==> src/assert_macros.svh <==
// ----------------------------------------------------------------------------
// Assertion macros
// Concurrent assertion wrappers; define NO_ASSERTIONS to compile them out.
// ----------------------------------------------------------------------------
`ifndef ASSERT_MACROS_SVH
`define ASSERT_MACROS_SVH
`ifndef NO_ASSERTIONS
`define ASSERT_IMPLY(lbl, clk, rst_n, ante, cons) \
	lbl: assert property (@(posedge clk) disable iff (!rst_n) (ante) |-> (cons)) \
		else $error("same-cycle check failed");
`define ASSERT_NEXT(lbl, clk, rst_n, ante, cons) \
	lbl: assert property (@(posedge clk) disable iff (!rst_n) (ante) |=> (cons)) \
		else $error("next-cycle check failed");
`else
`define ASSERT_IMPLY(lbl, clk, rst_n, ante, cons)
`define ASSERT_NEXT(lbl, clk, rst_n, ante, cons)
`endif
`endif

==> src/dreg_pkg.sv <==
// ----------------------------------------------------------------------------
// Device registry package
// Shared types, codes and constants of the device registry search unit.
// ----------------------------------------------------------------------------
package dreg_pkg;

	localparam int NTH_W   = 6;
	localparam int SLOT_W  = 6;
	localparam int COUNT_W = 7;
	localparam int BASE_W  = 48;

	localparam logic [7:0] WILDCARD = 8'hFF;

	typedef enum logic [1:0] {
		FN_REGISTER   = 2'd0,
		FN_GET        = 2'd1,
		FN_FIND_ID    = 2'd2,
		FN_FIND_CLASS = 2'd3
	} func_t;

	typedef enum logic [1:0] {
		ST_OK        = 2'd0,
		ST_NOT_FOUND = 2'd1,
		ST_FULL      = 2'd2
	} status_t;

	typedef struct packed {
		logic [15:0]       vendor;
		logic [15:0]       device;
		logic [7:0]        cls;
		logic [7:0]        sub;
		logic [7:0]        ifc;
		logic [BASE_W-1:0] base;
		logic [7:0]        irq;
	} entry_t;

	localparam int ENTRY_W = $bits(entry_t);

	typedef struct packed {
		func_t             func;
		entry_t            ent;
		logic [NTH_W-1:0]  nth;
	} req_t;

	typedef struct packed {
		status_t            status;
		logic [SLOT_W-1:0]  slot;
		entry_t             ent;
		logic [COUNT_W-1:0] count;
	} res_t;

	typedef struct packed {
		logic load;
		logic scan_clr;
		logic do_reg;
		logic get_rd;
		logic get_res;
		logic scan_step;
		logic emit;
	} cmd_t;

	typedef struct packed {
		func_t func;
		logic  scan_done;
		logic  out_free;
	} sts_t;

endpackage

==> src/dreg_ctrl.sv <==
// ----------------------------------------------------------------------------
// Device registry controller
// Sequences one request at a time through the datapath.
// ----------------------------------------------------------------------------
module dreg_ctrl import dreg_pkg::*; (
	input  logic clk,
	input  logic arst_n,
	input  logic req_valid,
	output logic req_ready,
	input  sts_t sts,
	output cmd_t cmd
);

	typedef enum logic [6:0] {
		S_IDLE     = 7'b0000001,
		S_DISPATCH = 7'b0000010,
		S_REG      = 7'b0000100,
		S_GET_RD   = 7'b0001000,
		S_GET_RES  = 7'b0010000,
		S_SCAN     = 7'b0100000,
		S_EMIT     = 7'b1000000
	} state_t;

	state_t state_q;
	state_t state_d;

	always_comb begin
		state_d   = state_q;
		cmd       = '0;
		req_ready = 1'b0;
		case (state_q)
			S_IDLE: begin
				req_ready = 1'b1;
				if (req_valid) begin
					cmd.load = 1'b1;
					state_d  = S_DISPATCH;
				end
			end
			S_DISPATCH: begin
				cmd.scan_clr = 1'b1;
				case (sts.func)
					FN_REGISTER:               state_d = S_REG;
					FN_GET:                    state_d = S_GET_RD;
					FN_FIND_ID, FN_FIND_CLASS: state_d = S_SCAN;
					default:                   state_d = S_IDLE;
				endcase
			end
			S_REG: begin
				cmd.do_reg = 1'b1;
				state_d    = S_EMIT;
			end
			S_GET_RD: begin
				cmd.get_rd = 1'b1;
				state_d    = S_GET_RES;
			end
			S_GET_RES: begin
				cmd.get_res = 1'b1;
				state_d     = S_EMIT;
			end
			S_SCAN: begin
				cmd.scan_step = 1'b1;
				if (sts.scan_done)
					state_d = S_EMIT;
			end
			S_EMIT: begin
				if (sts.out_free) begin
					cmd.emit = 1'b1;
					state_d  = S_IDLE;
				end
			end
			default: state_d = S_IDLE;
		endcase
	end

	always_ff @(posedge clk or negedge arst_n) begin
		if (!arst_n)
			state_q <= S_IDLE;
		else
			state_q <= state_d;
	end

endmodule

==> config.mk <==
export PLATFORM = sky130hd
export DESIGN_NAME = dreg_ctrl
export DESIGN_NICKNAME = d
export VERILOG_FILES = /design/src/assert_macros.svh /design/src/dreg_pkg.sv /design/src/dreg_ctrl.sv
export SDC_FILE = /design/constraint.sdc
export NUM_CORES = 1
export LEC_CHECK = 0
export ABC_AREA = 0
export ABC_CLOCK_PERIOD_IN_PS = 5700
export BUFFER_PORTS_ARGS = -buffer_cell sky130_fd_sc_hd__buf_2
export CAP_MARGIN = 10
export CORE_AREA = 2 2 39 41
export DETAILED_ROUTE_END_ITERATION = 12
export DIE_AREA = 0 0 41 43
export REMOVE_ABC_BUFFERS = 1
export SLEW_MARGIN = 20
export SYNTH_ARGS = -nofsm -noshare
export SYNTH_HDL_FRONTEND = slang
export SYNTH_SLANG_ARGS = --single-unit
==> constraint.sdc <==
create_clock -name clk -period 5.7 [get_ports clk]
set_input_delay 1.14 -clock clk [delete_from_list [all_inputs] [get_ports clk]]
set_output_delay 1.14 -clock clk [all_outputs]
set_load 0.01 [all_outputs]
==> run metrics <==
Worst Path Class, Setup=flop to output pin; internal reg-to-reg setup slack=3.85 ns; Tcrit/Tclk final=55.0%; antenna cells=0; Synth Flop Type=dfrtp_1; initial DRC count=4; share of synthesized registers carrying an async set or reset=100%; count of hold-fix buffers inserted at cts=0; total via count after detailed routing=381; library cell with the largest summed area after synthesis=dfrtp_1; number of nets at the end of the flow=68; P&R area growth vs syn=25.4%; number of nets with antenna violations after routing=0; vias in the first global route=326; worst skew pair latency=roughly 0.24 ns; transition at the pin with the smallest max-transition slack=0.470 ns; most flop-heavy register=state_q; Syn. warnings=0; y dimension of the die=~43 um; result of the run=finished clean; combinational group share of total power=between 40% and 50%; largest net degree at the start of global routing=9; EDFF count, synth=0; core region area=1380 um2; R2R depth=3; total area of multi-input combinational cells=233 um2; Critical R2R Capture=state_q[2]; internal power consumption=0.138 mW; cell area after synthesis=428 um2; Final Hold Vio Count=0; setup repair after global routing missed its margin=no; synthesized instance count=44; top achievable clock speed=319 MHz; GP Congestion=0.646; clock tree from TritonCTS=built; switching power share of the total=37.5%; crit path max fanout=8; max-cap viol count=0; die area=between 1500 and 2000 um2; area taken by flip-flops and latches=176 um2; post-synthesis area per instance=9.73 um2; cts repair resizes=0; Non-Filler Cell Area, Final=537 um2; category of the worst setup path launch point=flop; total overflow reported by the global router=0; launch point of the critical path=state_q[5]; final core utilization=just under 40%; port bufs=14; CP endpoint kind=output pin; number of ports placed on the die boundary=15; Cell Count Post-Placement=a little over 70; post-layout instance count excluding filler cells=76; filler cell count in the final layout=between 100 and 150; post-synthesis sequential area ratio=41.2%; registers with the most flip-flops=state_q: 7 flops; worst path required time=4.56 ns; routed length per placed instance=12.1 um; summed negative setup slack over all endpoints=0 ns; share of layout cells above drive strength 1=35.0%; unique cell type count in the Yosys netlist=26; type of the tightest min-delay check=flop to flop; chip width=41 um; via-per-instance ratio=between 5 and 6; most instantiated cells after synthesis=dfrtp_1, nor2_1, nor3_1; highest ir drop seen on vdd=0.147 mV; final setup fails=0; Critical Path Sink=cmd[5]; standard-cell row count=14; Clock Skew=0.000846 ns; most repeated cell in the gate-level netlist after synthesis=dfrtp_1; Sequential Power Share=38.7%; Relative slew margins=68.4%; net switching power of the design=0.0827 mW; sum of routed wire length over all layers=920 um; reported leakage power=0.268 nW; Sink Count=7; Worst Min Path Start=state_q[1]; Min Clock Period, post-route=3.14 ns; detailed-routing iteration count for the pre-antenna-repair pass=4; total global routing track utilization=11.7%; critical path arrival=2.00 ns; wire length of the first global-routing pass=between 1000 and 1500 um; power share of the clock group=19.9%; beginning of the worst register-to-register path=state_q[5]; flip-flop count of the largest register after layout=7; antenna violations before repair=0; number of buffers created by CTS=3; Clock transition at path regs=0.05 ns; effective utilization at floorplan=between 30 and 40%; buffers inserted during post-CTS setup optimization=0; root buffer selected by CTS=clkbuf_4; power per cell area=411 nW/um2; max-slew violations=0; flip-flop and latch count after synthesis=7; number of levels the H-tree was split into=1; number of buffers on the longest clock path=2; post-synth top area share=35.1%; total placed instance area=510 um2; half-perimeter wire length after detailed placement=702 um; detailed-route DRC error count=0; biggest area contributors in the synthesized netlist=dfrtp_1, dfstp_2, nor4bb_1
metrics by stage:
stage / worst slack (ns) / hold WS (ns) / total power, mW
floorplan: 2.93 / 0.551 / 0.149
global placement: 2.84 / 0.596 / 0.175
detailed placement: 2.83 / 0.606 / 0.178
CTS: 2.56 / 0.616 / 0.223
global route: 2.48 / 0.653 / 0.238
finish: 2.56 / 0.628 / 0.221
area by class of cell:
cell class              count  share of cell area (%)
inverters                   3                    2.10
multi-input cells          32                    43.4
repair buffers             14                    13.1
well taps                  16                    3.73
clock buffers               4                    4.90
flip-flops and latches      7                    32.9
cells in the final DEF, fill, tap and decap left out, types with 3 or more instances in the layout:
| cell | count |
|---|---|
| nor3_1 | 3 |
| clkbuf_4 | 3 |
| nor2_1 | 4 |
| buf_2 | 14 |
| dfrtp_1 | 6 |
power groups by stage:
stage / registers (mW) / logic (mW) / clock network [mW]
6_report: 0.0853 / 0.0916 / 0.0438
5_1_grt: 0.0864 / 0.102 / 0.0494
4_1_cts: 0.0844 / 0.0928 / 0.0454
3_5_place_dp: 0.0851 / 0.0925 / 0
3_3_place_gp: 0.0838 / 0.0916 / 0
2_1_floorplan: 0.0792 / 0.0699 / 0
kinds of logic after synthesis:
group / Yosys count / share of synthesized area (%)
DFF: 7 / 41.2
buffers and inverters: 5 / 4.39
and+or+nand+nor: 22 / 36.5
muxes: 1 / 2.34
xor gates and xnor gates: 2 / 4.09
AOI/OAI and AO/OA: 7 / 11.4
routing by layer:
layer | vias to the layer above | GRT usage, % | share of wire, % | wire length [um]
li1 | 195 | - | - | -
met1 | 177 | 12.1 | 43 | 400
met2 | 7 | 18.1 | 52 | 478
met3 | 2 | 1.57 | 2.7 | 25
met4 | 0 | 12.0 | 1.7 | 16
met5 | - | 0 | 0 | 0
worst min-delay path by stage:
stage	end	slack, ns	cells after the start
5_1_grt	state_q[4]	0.65	1
2_1_floorplan	state_q[4]	0.55	1
3_3_place_gp	state_q[4]	0.60	1
6_report	state_q[4]	0.63	1
3_5_place_dp	state_q[4]	0.61	1
4_1_cts	state_q[4]	0.62	1
critical path, cell delays in order, from the launching register on:
cell and delay (ns):
dfrtp_1 0.44, or4_4 0.60, or4b_4 0.52, clkinv_1 0.07, buf_2 0.12
Note: power is estimated with default switching activity, not from simulation.
